**src/sv/lcdn_pkg.sv**
```systemverilog
`timescale 1ns / 1ps
// ----------------------------------------------------------------------------
// lcdn_pkg
// Shared types, codes and pin-state tables for the character LCD 4-bit
// write sequencer.
// ----------------------------------------------------------------------------
package lcdn_pkg;

    // Command codes carried by an input word.
    typedef enum logic [2:0] {
        CMD_INIT   = 3'd0,
        CMD_INSTR  = 3'd1,
        CMD_CHAR   = 3'd2,
        CMD_CURSOR = 3'd3,
        CMD_CLEAR  = 3'd4
    } cmd_e;

    // Row base addresses for cursor moves.
    localparam logic [7:0] ROW0_BASE = 8'h80;
    localparam logic [7:0] ROW1_BASE = 8'hC0;
    localparam logic [7:0] ROW2_BASE = 8'h94;
    localparam logic [7:0] ROW3_BASE = 8'hD4;

    // Power-up setup instructions and wake-up nibbles.
    localparam logic [7:0] INIT_FUNC_SET  = 8'h28;
    localparam logic [7:0] INIT_DISP_ON   = 8'h0C;
    localparam logic [7:0] INIT_ENTRY     = 8'h06;
    localparam logic [7:0] INSTR_CLEAR    = 8'h01;
    localparam logic [3:0] WAKE_NIBBLE    = 4'h3;
    localparam logic [3:0] FOUR_BIT_NIBBLE = 4'h2;

    // Step counter covers the longest run (init, 25 states).
    localparam int STEP_W        = 5;
    localparam logic [STEP_W-1:0] INIT_LAST_STEP  = 5'd24;
    localparam logic [STEP_W-1:0] BYTE_LAST_STEP  = 5'd3;
    localparam logic [STEP_W-1:0] INIT_BYTE_START = 5'd9;
    localparam logic [STEP_W-1:0] INIT_WAKE_LAST  = 5'd6;

    // Job queue between the front and the back.
    localparam int QUEUE_DEPTH = 2;
    localparam int QPTR_W      = 1;

    // Hold times in milliseconds.
    localparam logic [1:0] HOLD_NONE  = 2'd0;
    localparam logic [1:0] HOLD_SHORT = 2'd1;
    localparam logic [1:0] HOLD_LONG  = 2'd2;

    // One classified job as the back carries it out.
    typedef struct packed {
        logic       is_init;
        logic       rs;
        logic       long_last;
        logic [7:0] data;
    } job_t;

    // Push request from the front into the queue.
    typedef struct packed {
        logic valid;
        job_t job;
    } job_push_t;

    // One pin state of a run.
    typedef struct packed {
        logic       rs_level;
        logic       enable_level;
        logic [3:0] data_nibble;
        logic [1:0] hold_ms;
        logic       last;
    } pin_state_t;

    // Pin state at a given step of the power-up init run.
    function automatic pin_state_t init_state(input logic [STEP_W-1:0] step);
        pin_state_t        s;
        logic [STEP_W-1:0] k;
        logic [7:0]        b;
        s.rs_level     = 1'b0;
        s.enable_level = 1'b0;
        s.data_nibble  = 4'h0;
        s.hold_ms      = HOLD_SHORT;
        s.last         = (step == INIT_LAST_STEP);
        k              = step - INIT_BYTE_START;
        case (k[3:2])
            2'd0:    b = INIT_FUNC_SET;
            2'd1:    b = INIT_DISP_ON;
            2'd2:    b = INIT_ENTRY;
            default: b = INSTR_CLEAR;
        endcase
        if (step == '0)
        begin
            // Set-up state with all pins low and no hold.
            s.hold_ms = HOLD_NONE;
        end
        else if (step < INIT_BYTE_START)
        begin
            // Three wake-up strobes, then the switch to 4-bit mode.
            s.enable_level = step[0];
            s.data_nibble  = (step <= INIT_WAKE_LAST) ? WAKE_NIBBLE : FOUR_BIT_NIBBLE;
        end
        else
        begin
            s.enable_level = ~k[0];
            s.data_nibble  = k[1] ? b[3:0] : b[7:4];
        end
        return s;
    endfunction

endpackage

```
**src/sv/lcdn_cmd_if.sv**
```systemverilog
`timescale 1ns / 1ps
// ----------------------------------------------------------------------------
// lcdn_cmd_if
// Command channel: one word per display command.
// ----------------------------------------------------------------------------
interface lcdn_cmd_if;
    logic       valid;
    logic       ready;
    logic [2:0] command;
    logic [7:0] value;
    logic [7:0] column;
    logic [1:0] row;

    modport source (output valid, command, value, column, row, input ready);
    modport sink   (input valid, command, value, column, row, output ready);
endinterface

```
**src/sv/lcdn_pin_if.sv**
```systemverilog
`timescale 1ns / 1ps
// ----------------------------------------------------------------------------
// lcdn_pin_if
// Pin-state channel: one word per LCD bus state.
// ----------------------------------------------------------------------------
interface lcdn_pin_if;
    logic       valid;
    logic       ready;
    logic       rs_level;
    logic       enable_level;
    logic [3:0] data_nibble;
    logic [1:0] hold_ms;
    logic       last;

    modport source (output valid, rs_level, enable_level, data_nibble, hold_ms, last,
                    input ready);
    modport sink   (input valid, rs_level, enable_level, data_nibble, hold_ms, last,
                    output ready);
endinterface

```
**src/sv/lcdn_front.sv**
```systemverilog
`timescale 1ns / 1ps
// ----------------------------------------------------------------------------
// lcdn_front
// Accepts command words and turns each into a job: the byte to send, the
// register-select level and the run flavor. Undefined codes are dropped.
// ----------------------------------------------------------------------------
module lcdn_front (
    lcdn_cmd_if.sink          cmd,
    input  logic              queue_full,
    output lcdn_pkg::job_push_t push
);
    import lcdn_pkg::*;

    logic [7:0] row_base;
    logic       accept;

    // Take a word whenever the queue has room.
    assign cmd.ready = ~queue_full;
    assign accept    = cmd.valid & cmd.ready;

    // Row base address lookup for cursor moves.
    always_comb
    begin
        case (cmd.row)
            2'd0:    row_base = ROW0_BASE;
            2'd1:    row_base = ROW1_BASE;
            2'd2:    row_base = ROW2_BASE;
            default: row_base = ROW3_BASE;
        endcase
    end

    // Classify the command into a job.
    always_comb
    begin
        push.valid         = 1'b0;
        push.job.is_init   = 1'b0;
        push.job.rs        = 1'b0;
        push.job.long_last = 1'b0;
        push.job.data      = cmd.value;
        case (cmd.command)
            CMD_INIT:
            begin
                push.valid       = accept;
                push.job.is_init = 1'b1;
            end
            CMD_INSTR:
            begin
                push.valid = accept;
            end
            CMD_CHAR:
            begin
                push.valid  = accept;
                push.job.rs = 1'b1;
            end
            CMD_CURSOR:
            begin
                push.valid    = accept;
                push.job.data = row_base + cmd.column;
            end
            CMD_CLEAR:
            begin
                push.valid         = accept;
                push.job.long_last = 1'b1;
                push.job.data      = INSTR_CLEAR;
            end
            default:
            begin
                push.valid = 1'b0;
            end
        endcase
    end
endmodule

```
**src/sv/lcdn_queue.sv**
```systemverilog
`timescale 1ns / 1ps
// ----------------------------------------------------------------------------
// lcdn_queue
// Two-entry job queue that lets the front and the back stall on their own.
// ----------------------------------------------------------------------------
module lcdn_queue (
    input  logic                clk,
    input  logic                rst_n,
    input  lcdn_pkg::job_push_t push,
    input  logic                pop,
    output logic                full,
    output logic                not_empty,
    output lcdn_pkg::job_t      head
);
    import lcdn_pkg::*;

    job_t              mem [QUEUE_DEPTH];
    logic [QPTR_W-1:0] wr_ptr_reg;
    logic [QPTR_W-1:0] wr_ptr_next;
    logic [QPTR_W-1:0] rd_ptr_reg;
    logic [QPTR_W-1:0] rd_ptr_next;
    logic [QPTR_W:0]   count_reg;
    logic [QPTR_W:0]   count_next;
    logic              do_pop;

    assign full      = (count_reg == QUEUE_DEPTH[QPTR_W:0]);
    assign not_empty = (count_reg != '0);
    assign head      = mem[rd_ptr_reg];
    assign do_pop    = pop & not_empty;

    // Pointer and fill count updates.
    always_comb
    begin
        wr_ptr_next = wr_ptr_reg + QPTR_W'(push.valid);
        rd_ptr_next = rd_ptr_reg + QPTR_W'(do_pop);
        count_next  = count_reg + (QPTR_W+1)'(push.valid) - (QPTR_W+1)'(do_pop);
    end

    always_ff @(posedge clk or negedge rst_n)
    begin
        if (!rst_n)
        begin
            wr_ptr_reg <= '0;
            rd_ptr_reg <= '0;
            count_reg  <= '0;
        end
        else
        begin
            wr_ptr_reg <= wr_ptr_next;
            rd_ptr_reg <= rd_ptr_next;
            count_reg  <= count_next;
        end
    end

    // Storage write.
    always_ff @(posedge clk)
    begin
        if (push.valid)
        begin
            mem[wr_ptr_reg] <= push.job;
        end
    end
endmodule

```
**src/sv/lcdn_back.sv**
```systemverilog
`timescale 1ns / 1ps
// ----------------------------------------------------------------------------
// lcdn_back
// Steps through the pin states of the job at the queue head, one state per
// cycle while the pin channel takes them, into a registered output stage.
// ----------------------------------------------------------------------------
module lcdn_back (
    input  logic           clk,
    input  logic           rst_n,
    input  logic           job_valid,
    input  lcdn_pkg::job_t job,
    output logic           pop,
    lcdn_pin_if.source     pins
);
    import lcdn_pkg::*;

    logic [STEP_W-1:0] step_reg;
    logic [STEP_W-1:0] step_next;
    logic              out_valid_reg;
    logic              out_valid_next;
    pin_state_t        out_reg;
    pin_state_t        out_next;
    pin_state_t        byte_state;
    pin_state_t        cur_state;
    logic              advance;
    logic              emit;

    // Pin state for a plain byte: high nibble, then low, each strobed.
    always_comb
    begin
        byte_state.rs_level     = job.rs;
        byte_state.enable_level = ~step_reg[0];
        byte_state.data_nibble  = step_reg[1] ? job.data[3:0] : job.data[7:4];
        byte_state.last         = (step_reg == BYTE_LAST_STEP);
        byte_state.hold_ms      = (byte_state.last && job.long_last) ? HOLD_LONG
                                                                     : HOLD_SHORT;
        cur_state = job.is_init ? init_state(step_reg) : byte_state;
    end

    // The output stage moves when empty or when its word is taken.
    assign advance = ~out_valid_reg | pins.ready;
    assign emit    = advance & job_valid;
    assign pop     = emit & cur_state.last;

    always_comb
    begin
        step_next      = step_reg;
        out_valid_next = out_valid_reg;
        out_next       = out_reg;
        if (emit)
        begin
            out_valid_next = 1'b1;
            out_next       = cur_state;
            step_next      = cur_state.last ? '0 : step_reg + 1'b1;
        end
        else if (advance)
        begin
            out_valid_next = 1'b0;
        end
    end

    always_ff @(posedge clk or negedge rst_n)
    begin
        if (!rst_n)
        begin
            step_reg      <= '0;
            out_valid_reg <= 1'b0;
        end
        else
        begin
            step_reg      <= step_next;
            out_valid_reg <= out_valid_next;
        end
    end

    always_ff @(posedge clk)
    begin
        out_reg <= out_next;
    end

    // Drive the pin channel from the output stage.
    assign pins.valid        = out_valid_reg;
    assign pins.rs_level     = out_reg.rs_level;
    assign pins.enable_level = out_reg.enable_level;
    assign pins.data_nibble  = out_reg.data_nibble;
    assign pins.hold_ms      = out_reg.hold_ms;
    assign pins.last         = out_reg.last;
endmodule

```
**src/sv/char_lcd_nibble_write_sequencer.sv**
```systemverilog
`timescale 1ns / 1ps
// ----------------------------------------------------------------------------
// char_lcd_nibble_write_sequencer
// Turns display commands into runs of 4-bit LCD bus pin states.
//
//   channel  dir  words               fields
//   cmd      in   one per command     command, value, column, row
//   pins     out  one per bus state   rs_level, enable_level, data_nibble,
//                                     hold_ms, last
//
// The back emits one pin state per cycle while the pin channel does not stall,
// so an ordinary command gives four pin states and a power-up init gives 25;
// undefined codes are accepted and give nothing. A two-entry job queue lets
// new commands arrive while a run is in progress. Reset empties the queue and
// the output stage. A stall on the pin channel holds the current state and,
// once the queue fills, the command channel.
// ----------------------------------------------------------------------------
module char_lcd_nibble_write_sequencer (
    input  logic       clk,
    input  logic       rst_n,
    lcdn_cmd_if.sink   cmd,
    lcdn_pin_if.source pins
);
    import lcdn_pkg::*;

    job_push_t push;
    job_t      head;
    logic      queue_full;
    logic      queue_not_empty;
    logic      pop;

    // Front: accept and classify.
    lcdn_front u_front (
        .cmd        (cmd),
        .queue_full (queue_full),
        .push       (push)
    );

    // Job queue between front and back.
    lcdn_queue u_queue (
        .clk       (clk),
        .rst_n     (rst_n),
        .push      (push),
        .pop       (pop),
        .full      (queue_full),
        .not_empty (queue_not_empty),
        .head      (head)
    );

    // Back: pin-state sequencing.
    lcdn_back u_back (
        .clk       (clk),
        .rst_n     (rst_n),
        .job_valid (queue_not_empty),
        .job       (head),
        .pop       (pop),
        .pins      (pins)
    );
endmodule
```
**src/flat_wrapper.sv**
```systemverilog
// flat-port wrapper written by rule: the top's interface ports become plain ports
module char_lcd_nibble_write_sequencer_flat import lcdn_pkg::*;
  (clk, rst_n, cmd_valid, cmd_command, cmd_value, cmd_column, cmd_row, cmd_ready, pins_valid, pins_rs_level, pins_enable_level, pins_data_nibble, pins_hold_ms, pins_last, pins_ready);
  lcdn_cmd_if cmd_i ();
  lcdn_pin_if pins_i ();
  input  logic clk;
  input  logic rst_n;
  input wire logic [$bits(cmd_i.valid)-1:0] cmd_valid;
  input wire logic [$bits(cmd_i.command)-1:0] cmd_command;
  input wire logic [$bits(cmd_i.value)-1:0] cmd_value;
  input wire logic [$bits(cmd_i.column)-1:0] cmd_column;
  input wire logic [$bits(cmd_i.row)-1:0] cmd_row;
  output wire logic [$bits(cmd_i.ready)-1:0] cmd_ready;
  output wire logic [$bits(pins_i.valid)-1:0] pins_valid;
  output wire logic [$bits(pins_i.rs_level)-1:0] pins_rs_level;
  output wire logic [$bits(pins_i.enable_level)-1:0] pins_enable_level;
  output wire logic [$bits(pins_i.data_nibble)-1:0] pins_data_nibble;
  output wire logic [$bits(pins_i.hold_ms)-1:0] pins_hold_ms;
  output wire logic [$bits(pins_i.last)-1:0] pins_last;
  input wire logic [$bits(pins_i.ready)-1:0] pins_ready;
  assign cmd_i.valid = cmd_valid;
  assign cmd_i.command = cmd_command;
  assign cmd_i.value = cmd_value;
  assign cmd_i.column = cmd_column;
  assign cmd_i.row = cmd_row;
  assign cmd_ready = cmd_i.ready;
  assign pins_valid = pins_i.valid;
  assign pins_rs_level = pins_i.rs_level;
  assign pins_enable_level = pins_i.enable_level;
  assign pins_data_nibble = pins_i.data_nibble;
  assign pins_hold_ms = pins_i.hold_ms;
  assign pins_last = pins_i.last;
  assign pins_i.ready = pins_ready;
  char_lcd_nibble_write_sequencer u_core (.clk(clk), .rst_n(rst_n), .cmd(cmd_i), .pins(pins_i));
endmodule
```
**config.mk**
```make
export PLATFORM = sky130hd
export DESIGN_NAME = char_lcd_nibble_write_sequencer_flat
export DESIGN_NICKNAME = d
export VERILOG_FILES = /design/src/sv/lcdn_pkg.sv /design/src/sv/lcdn_cmd_if.sv /design/src/sv/lcdn_pin_if.sv /design/src/sv/lcdn_front.sv /design/src/sv/lcdn_queue.sv /design/src/sv/lcdn_back.sv /design/src/sv/char_lcd_nibble_write_sequencer.sv /design/src/flat_wrapper.sv
export SDC_FILE = /design/constraint.sdc
export NUM_CORES = 1
export LEC_CHECK = 0
export BUFFER_PORTS_ARGS = -buffer_cell sky130_fd_sc_hd__buf_2
export CORE_UTILIZATION = 42
export DETAILED_ROUTE_END_ITERATION = 12
export PLACE_DENSITY = 0.73
export SLEW_MARGIN = 20
export SYNTH_ARGS = -nofsm -noshare
export SYNTH_HDL_FRONTEND = slang
export SYNTH_SLANG_ARGS = --single-unit
```
**constraint.sdc**
```tcl
create_clock -name clk -period 3 [get_ports clk]
set_input_delay 0.6 -clock clk [delete_from_list [all_inputs] [get_ports clk]]
set_output_delay 0.6 -clock clk [all_outputs]
set_load 0.005 [all_outputs]
```
# Word-level counts from Yosys, hierarchy flattened
# Memories as Yosys holds them, arrays and structs flattened.
# Cells that the tools add are included.
# W data, S select, Z words.
word_totals:
  regBits: 19
  mem_bits_rw: 22
  input_bits: 25
  out_inout_bits: 11
  elab_cells: 68
  memories: 1
memory_table:
  columns: ["memory", "depth", "width", "rd", "rd_clocked_by_memory_dff", "write_ports", "line_no", "text"]
  rows:
  - ["u_core.u_queue.mem", 2, 11, 1, 0, 1, "lcdn_queue.sv:17", "job_t mem [QUEUE_DEPTH];"]
op_classes:
  addsub: 7
  n_lt_le_gt_ge: 2
  eq_ne: 11
  n_mux: 20
  n_bitwise: 9
  n_reduce_logical: 8
ops:
  columns: ["operator", "n"]
  rows:
  - ["$pmux W7 S3", 1]
  - ["$pmux W6 S3", 1]
  - ["$pmux W8 S2", 1]
  - ["$mux W5", 3]
  - ["$mux W1", 10]
  - ["$add A8 B8 Y8", 1]
  - ["$mux W4", 2]
  - ["$mux W8", 1]
  - ["$eq A2 B2 Y1 const B", 3]
  - ["$eq A3 B2 Y1 const B", 2]
  - ["$add A5 B1 Y5 const B", 1]
  - ["$eq A5 B2 Y1 const B", 1]
  - ["$eq A5 B5 Y1 const B", 1]
  - ["$le A5 B3 Y1 const B", 1]
  - ["$logic_not A5 Y1", 1]
  - ["$lt A5 B4 Y1 const B", 1]
  - ["$reduce_or A5 Y1", 1]
  - ["$and A1 B1 Y1", 4]
  - ["$eq A2 B1 Y1 const B", 2]
  - ["$logic_not A2 Y1", 2]
  - ["$not A1 Y1", 4]
  - ["$reduce_bool A2 Y1", 2]
  - ["$sub A4 B4 Y4 const B", 1]
  - ["$eq A3 B1 Y1 const B", 1]
  - ["8 further kinds", 9]

# Depth between registers and ports, before layout
# Gate-level depths: netlist (run 1).
logic_depth:
  ltp_word: 10
  mapped_depth: 10
  mapped_depth_nobuf: 10

# By module
# Synthesis (run 1) repeated with hierarchy kept, for this count alone.
unflattened:
  hier_cells: 181
  area_unflattened_um2: 2283.4
by_module_without_submodules:
  columns: ["module", "n_inst", "cells_per_inst", "area_each_um2", "seq_area_each_um2"]
  rows:
  - ["lcdn_queue", 1, 52, 1041.0, 760.7]
  - ["lcdn_back", 1, 85, 910.9, 420.4]
  - ["lcdn_front", 1, 44, 331.6, 0.0]

# Worst setup path before layout (run 1)
# OpenSTA, ideal clock, no wires.
synth_timing:
  kind: "flip-flop to flip-flop"
  startpoint: "register u_core.u_back.step_reg[1]"
  endpoint: "register u_core.u_queue.count_reg[1]"
  setup_ns: 0.123
  arrival_time_ns: 1.941
  t_required_ns: 2.877
  setup_slack_ns: 0.936
  stages_incl_launch_ff: 11
  path_buffers: 0
  synth_period_minus_slack_ns: 2.064
  cell_sequence: "dfrtp_1 -> inv_1 -> ha_1 -> and4b_1 -> mux2i_4 -> nor2_2 -> ha_1 -> inv_1 -> ha_1 -> xnor2_1 -> xnor2_1"
synth_via:
  elab_chain_cells: 5
  elab_cells_between_ends: 6
  classes_between: "1 x add/sub; 2 x eq/ne; 1 x mux; 2 x bitwise"
synth_lines:
  columns: ["item", "line_no", "text"]
  rows:
  - ["from (decl)", "lcdn_back.sv:17", "logic [STEP_W-1:0] step_reg;"]
  - ["from (signal assigned)", "lcdn_back.sv:71", "step_reg <= step_next;"]
  - ["$eq A5 B2 Y1 or $eq A5 B5 Y1 (tied branches)", "lcdn_back.sv:34, lcdn_pkg.sv:80", null]
  - ["$mux W8 (*)", "lcdn_back.sv:37", "cur_state = job.is_init ? init_state(step_reg) : byte_state;"]
  - ["$and A1 B1 Y1 (*)", "lcdn_back.sv:43", "assign pop = emit & cur_state.last;"]
  - ["$and A1 B1 Y1 (*)", "lcdn_queue.sv:29", "assign do_pop = pop & not_empty;"]
  - ["$sub A2 B1 Y2 (*)", "lcdn_queue.sv:36", "count_next = count_reg + (QPTR_W+1)'(push.valid) - (QPTR_W+1)'(do_pop);"]
  - ["net u_core.u_queue.count_next[1]", "lcdn_queue.sv:23", "logic [QPTR_W:0] count_next;"]
  - ["to (signal assigned)", "lcdn_queue.sv:51", "count_reg <= count_next;"]
  - ["to (decl)", "lcdn_queue.sv:22", "logic [QPTR_W:0] count_reg;"]
# The timed path passes the listed nets; every way through them passes the cells marked *.
# A chain may end at the register's enable or synchronous reset.

# Worst setup path after layout (run 1)
layout_timing:
  startpoint: "register u_core.u_queue.rd_ptr_reg"
  endpoint: "register u_core.u_queue.count_reg[1]"
layout_via:
  elab_chain_cells: 5
layout_lines:
  columns: ["item", "line_no", "text"]
  rows:
  - ["from (decl)", "lcdn_queue.sv:20", "logic [QPTR_W-1:0] rd_ptr_reg;"]
  - ["from (signal assigned)", "lcdn_queue.sv:50", "rd_ptr_reg <= rd_ptr_next;"]
  - ["$mem_v2 Z2 W11", null, null]
  - ["$mux W8", "lcdn_back.sv:37", null]
  - ["$and A1 B1 Y1", "lcdn_back.sv:43", null]
  - ["$and A1 B1 Y1", "lcdn_queue.sv:29", null]
  - ["$sub A2 B1 Y2", "lcdn_queue.sv:36", null]
  - ["net u_core.u_queue.count_next[1]", "lcdn_queue.sv:23", null]
# The timed path passes the listed nets, and every way through them passes these cells.

==> results of run 1 <==
[final cells by class]
| class | count | area, um^2 |
|---|---|---|
| multi-input cells | 111 | 883.3 |
| clock inverters | 3 | 46.29 |
| clock buffers | 5 | 68.82 |
| well taps | 67 | 83.83 |
| inverters | 10 | 37.54 |
| flip-flops and latches | 41 | 1181 |
| repair buffers | 35 | 175.2 |
| fillers | 423 | 2341 |
[cell usage after synthesis, drive strengths merged (3+ instances only)]
master  instances  area (um^2)
nand3           6        30.03
xor2            3        26.28
a22o            3        26.28
o21ai          11        55.05
ha             14        175.2
nand2b          4        25.02
edfxtp         31        930.9
nor2            7        28.78
inv            10        37.54
xnor2           5        43.79
buf             3        23.77
nand2          21        81.33
nand3b          4        30.03
mux4            4        105.1
dfrtp          10        250.2
nor3            3        15.01
nor2b           3        18.77
mux2i           4        52.55
[per-stage QoR]
stage                     utilization, %  instance area, um^2
final                              51.40                 2476
after detailed placement           49.01                 2361
after global placement             49.01                 2361
after floorplan                        -                 2133
after CTS                          51.40                 2476
after global routing               51.40                 2476
[layer usage]
metal	up-vias	share of wire [%]	wire (um)
li1	681	-	-
met1	601	45	1485
met2	35	49	1587
met3	6	4.4	145
met4	0	1.6	52
met5	-	0	0
[kinds of logic (layout without fill, tap and decap cells)]
logic type,count (synthesis),in the layout
AND/OR/NAND/NOR,56,56
flip-flops,41,41
AO/OA/AOI/OAI,24,24
buffers and inverters,15,53
adder cells (fa/ha/maj),14,14
multiplexers,9,9
XOR/XNOR,8,8
[where the power goes]
part	switching (mW)	total [mW]	internal, mW	leakage [nW]
Sequential	0.125	0.939	0.814	0.403
Clock	0.191	0.440	0.249	0.0543
Combinational	0.397	0.758	0.361	0.576
[layout by cell type, fill, tap and decap left out, drive strengths merged, types with 2 or more instances in the layout]
cell type	instances
a21oi	2
a22o	3
a31oi	2
buf	35
clkbuf	5
dfrtp	10
edfxtp	31
ha	14
inv	10
mux2i	4
mux4	4
nand2	21
nand2b	4
nand3	6
nand3b	4
nor2	7
nor2b	3
nor3	3
nor3b	2
o21ai	11
or2	2
xnor2	5
xor2	3
[worst min-delay path by stage]
| stage | start | to | cells after the start |
|---|---|---|---|
| 6_report | rst_n | u_core.u_back.step_reg[0] | 1 |
| 5_1_grt | rst_n | u_core.u_back.step_reg[0] | 1 |
| 4_1_cts | rst_n | u_core.u_back.step_reg[0] | 1 |
| 3_5_place_dp | rst_n | u_core.u_queue.wr_ptr_reg | 1 |
| 3_3_place_gp | rst_n | u_core.u_queue.wr_ptr_reg | 1 |
| 2_1_floorplan | rst_n | u_core.u_back.pins.valid | 0 |
[critical path, stage by stage (launching register included)]
cell and delay, ps:
dfrtp_1 600, mux2_4 390, mux2i_4 270, nor2_2 90, ha_1 290, inv_1 40
ha_1 180, xnor2_1 170, xnor2_1 140
==> key figures, run 1 <==
STA
  – Final Max Slew Viols: 0
  – Fin. Hold Viols: 0
  – Final setup violation count: 0
  – Hold Slack: 149.6 ps
  – Minimum clock period: 2231 ps
  – RSZ-0062 raised after global routing: no
  – Worst Tran Pin Value: 604.1 ps
  – Slew headroom: 58.58%
  – Maximum clock frequency: 448.2 MHz
  – Clock Skew: slightly below 10 ps
  – Setup TNS Final: 0 ps
  – Period utilization: 74.37%
  – Final Worst Setup Slack: 768.8 ps

Setup path
  – Critical path data required time: ~3200 ps
  – Crit path to: u_core.u_queue.count_reg[1]
  – Crit start category: flop
  – CP startpoint: u_core.u_queue.rd_ptr_reg
  – R2R Setup Slk: between 700 and 800 ps
  – R2R Path Start: u_core.u_queue.rd_ptr_reg
  – CP max FO: 9
  – Data arrival, critical path: 2450 ps
  – Type of the worst setup path: flop to flop
  – R2R depth: 8
  – FF-to-FF End: u_core.u_queue.count_reg[1]
  – CP Capture Type: flop

CTS
  – Clk buf depth: 2
  – CTS tree: built
  – PostCTS Resize Cnt: 0
  – H-tree depth: 2
  – # hold bufs at CTS: 0
  – CTS root buf: clkbuf_8
  – Clock transition at the registers of the reported paths: ~80 ps
  – CTS Sinks: 41
  – Insertion delay to the later sink of the worst-skew pair: slightly below 300 ps
  – Post-CTS Setup Bufs: 0
  – Num CTS Buffers: 5

Final layout
  – Layout area overhead: 16.07%
  – Layout cell share with drive strength beyond 1: about 25%
  – Cell Count, Final, Fillers Out: 272
  – N_diodes: 0
  – Max FFs per register: 22
  – Final nets: 243

Routing
  – Via count: 1323
  – DRC: 0
  – Drt pass-1 iters: 4
  – Total detailed-routing wirelength: between 3000 and 4000 um
  – Via-to-Cell Ratio: 4.864
  – Final ANT Viol Nets: 0
  – Initial drt markers: 63
  – Wire per inst: 12.03 um

Synthesis
  – Synth Area in Compound Gates: under 10%
  – Synth Area in Simple Gates: 14.55%
  – Mapped Area: 2133 um^2
  – Multiplexer area fraction after synthesis: 8.094%
  – Cells after Synth: 167
  – Post-synthesis cell type count: 40
  – Async set-reset flop share out of synthesis: approximately a quarter
  – Yosys warns: 0
  – Number of synthesized register bits: 41
  – Largest family of logic cells by synthesized area: simple AND/OR/NAND/NOR gates
  – Ys flop type: edfxtp_1
  – Register area share after synthesis: 55.37%
  – Post-synthesis adder-cell area fraction: under 10%
  – Avg Inst Size Synth: about 13 um^2
  – Post-synth EDFFs: 31
  – Post-Synth XOR/XNOR Area: 3.284%
  – Syn_nets: 206

Floorplanning
  – Cell row count: 25
  – Initial core utilization: between 40 and 50%
  – Die Wd: 73.27 um
  – I/O pin count: 36
  – Core area: between 4000 and 5000 um^2
  – Full die area: 5368 um^2
  – Die height: 73.27 um

Power
  – Leak Pwr: 1.034 nW
  – Power Total: 2.137 mW
  – Power density of the placed cells: around 860 nW/um^2
  – Max VDD drop: 0.3009 mV

Place
  – Setup Slack @ Placement: between 700 and 800 ps
  – I/O Buffers: 35
  – Last weighted congestion value of the routability-driven placer: 0.8708
  – Dpl hpwl: 2531 um
  – Dpl cells: 264

Global route
  – Initial antenna violation count: 0
  – Top Usage Layer GRT: met2
  – Pin count of the biggest net entering global routing: 15
  – GR Util met1: around 18%
  – GR Util met2: 23.15%
  – First-pass GRT wire length: 5644 um
  – Met3 usage: about 4.7%
  – Vias in the first global route: 1218
  – GRT overflow: 0
  – GRT Total Usage: 14.45%

Hold path
  – HP Class: primary input to asynchronous set/reset pin

Flow run
  – Maxcap violations: 0

Run status
  – Status: completed
Power figures use the tool's default switching activity.
==> run 2: changes to the inputs <==
- clock period: 3 -> 2.2 ns (I/O delays scaled with it)
==> key figures, run 2 (same netlist as run 1, synthesis figures left out) <==
Routing
  – Initial drt markers: 73 (was 63)
  – Via count: 1363 (was 1323)
  – Via-to-Cell Ratio: 4.851 (was 4.864)
  – Wire per inst: 12.65 um (was 12.03 um)
  – Drt pass-1 iters: 4 (unchanged)
  – Total detailed-routing wirelength: 3556 um (was 3271 um)
  – DRC: 0 (unchanged)
  – Final ANT Viol Nets: 0 (unchanged)

Setup path
  – CP bufs+invs: 1 (unchanged)
  – Crit path max-delay family: adder cells (was multiplexers)
  – Crit-path slowest cell: dfrtp_2 (was dfrtp_1)
  – CP Capture Type: flop (unchanged)
  – Critical path data required time: 2420 ps (was 3210 ps)
  – CP max FO: 8 (was 9)
  – Data arrival, critical path: 2310 ps (was 2450 ps)
  – Cell mode on critical path: ha_1
  – Crit-path cells: ha_1 > nor4b_4 > mux2i_4 > nor2_2 > ha_1 > inv_1 > ha_1 > xnor2_2 > xnor2_1 (was mux2_4 > mux2i_4 > nor2_2 > ha_1 > inv_1 > ha_1 > xnor2_1 > xnor2_1)
  – Type of the worst setup path: flop to flop (unchanged)
  – Crit start category: flop (unchanged)
  – Critical Path Max Stage Delay: 440 ps (was 600 ps)

Power
  – Leak Pwr: 1.075 nW (was 1.034 nW)
  – Max VDD drop: 0.4450 mV (was 0.3009 mV)
  – Power density of the placed cells: 1176 nW/um^2 (was 863.0 nW/um^2)

Global route
  – Initial antenna violation count: 0 (unchanged)
  – Vias in the first global route: 1321 (was 1218)
  – First-pass GRT wire length: 5961 um (was 5644 um)
  – GRT Total Usage: 15.41% (was 14.45%)
  – Pin count of the biggest net entering global routing: 15 (unchanged)
  – GRT overflow: 0 (unchanged)

Floorplanning
  – Initial core utilization: 44.29% (unchanged)
  – Full die area: 5368 um^2 (unchanged)
  – Core area: 4817 um^2 (unchanged)
  – Die height: 73.27 um (unchanged)
  – Cell row count: 25 (unchanged)
  – I/O pin count: 36 (unchanged)
  – Die Wd: 73.27 um (unchanged)

STA
  – Maximum clock frequency: 480.0 MHz (was 448.2 MHz)
  – Setup TNS Final: 0 ps (unchanged)
  – Clock Skew: 6.741 ps (was 9.864 ps)
  – Period utilization: 94.70% (was 74.37%)
  – Final setup violation count: 0 (unchanged)
  – Minimum clock period: 2083 ps (was 2231 ps)
  – RSZ-0062 raised after global routing: no (unchanged)
  – Fin. Hold Viols: 0 (unchanged)
  – Final Worst Setup Slack: 116.7 ps (was 768.8 ps)
  – Final Max Slew Viols: 0 (unchanged)
  – Worst Tran Pin Value: 449.9 ps (was 604.1 ps)
  – Slew headroom: 69.97% (was 58.58%)

CTS
  – Num CTS Buffers: 5 (unchanged)
  – Clock transition at the registers of the reported paths: 80 ps (about the same)
  – Insertion delay to the later sink of the worst-skew pair: 300 ps (was 290 ps)
  – CTS root buf: clkbuf_8 (unchanged)
  – CTS Sinks: 41 (unchanged)
  – CTS tree: built (unchanged)
  – Clk buf depth: 2 (unchanged)
  – H-tree depth: 2 (unchanged)

Final layout
  – Most frequent cells in the layout: buf_2, edfxtp_1, nand2_1 (unchanged)
  – Layout area overhead: 19.94% (was 16.07%)
  – Max FFs per register: 22 (unchanged)
  – Most common cell after layout, fill and taps aside: buf_2 (unchanged)
  – N_diodes: 0 (unchanged)
  – Final nets: 252 (was 243)
  – Layout cell share with drive strength beyond 1: 29.91% (was 25.37%)

Run status
  – Status: completed (unchanged)

Hold path
  – HP Class: primary input to flop (was primary input to asynchronous set/reset pin)

Place
  – Dpl hpwl: 2685 um (was 2531 um)
  – I/O Buffers: 35 (unchanged)
  – Last weighted congestion value of the routability-driven placer: 0.8643 (was 0.8708)
  – Setup Slack @ Placement: 56.68 ps (was 769.7 ps)

Flow run
  – Maxcap violations: 0 (unchanged)
## run 2: report_power, final
group | switching, mW | internal, mW
logic | 0.597 | 0.553
registers | 0.133 | 1.11
clock network | 0.273 | 0.339
total | 1.00 | 2.01
## run 2: worst paths after layout
kind | slack (ps) | from | end | depth (start not counted)
setup reg to reg | 120 | u_core.u_back.step_reg[1] | u_core.u_queue.count_reg[1] | 9
setup / recovery | 120 | u_core.u_back.step_reg[1] | u_core.u_queue.count_reg[1] | 9
hold reg to reg | 500 | u_core.u_back.pins.valid | u_core.u_back.pins.valid | 2
hold / removal | 400 | pins_ready | u_core.u_back.pins.valid | 3
max in group asynchronous | 1460 | rst_n | u_core.u_back.step_reg[1] | 2
min in group asynchronous | 530 | rst_n | u_core.u_back.step_reg[2] | 2
## run 2: layout make-up
cell class                 instances  area, um^2
inverter                          10       37.54
multi-input combinational        111       893.4
clock buffer                       5       68.82
timing repair buffer              44       245.2
tap                               67       83.83
clock inverter                     3       46.29
sequential                        41        1184
fill                             431        2258
## run 2: timing repair
item | 4_1_cts | 5_1_grt
gates resized for setup | 0 | 4
setup buffers | 0 | 1
hold buffers | 1 | 0
hold endpoints to repair | 10 | 0
endpoints found under the setup margin | 0 | 1
## run 2: through the flow
step / hold slack [ps] / instances / instance area, um^2 / util [%] / total power [mW]
2_1_floorplan: 144.4 / 167 / 2133 / - / 2.076
3_3_place_gp: 319.8 / 271 / 2414 / 50.10 / 2.367
3_5_place_dp: 316.2 / 271 / 2414 / 50.10 / 2.402
4_1_cts: 391.3 / 280 / 2539 / 52.70 / 3.022
5_1_grt: 426.7 / 281 / 2559 / 53.12 / 3.236
6_report: 398.6 / 281 / 2559 / 53.12 / 3.009
## run 2: routing by layer
layer | up-vias | global-route usage (%) | routed length (um)
met5 | - | 0 | 0
met4 | 0 | 6.536 | 68
met3 | 5 | 4.527 | 133
met2 | 34 | 25.41 | 1778
met1 | 622 | 18.83 | 1577
li1 | 702 | - | -
## run 2: worst min-delay path: cells and delay by family
family	cells	cell delay (ps)
AND/OR/NAND/NOR	2	150
buffers and inverters	1	70
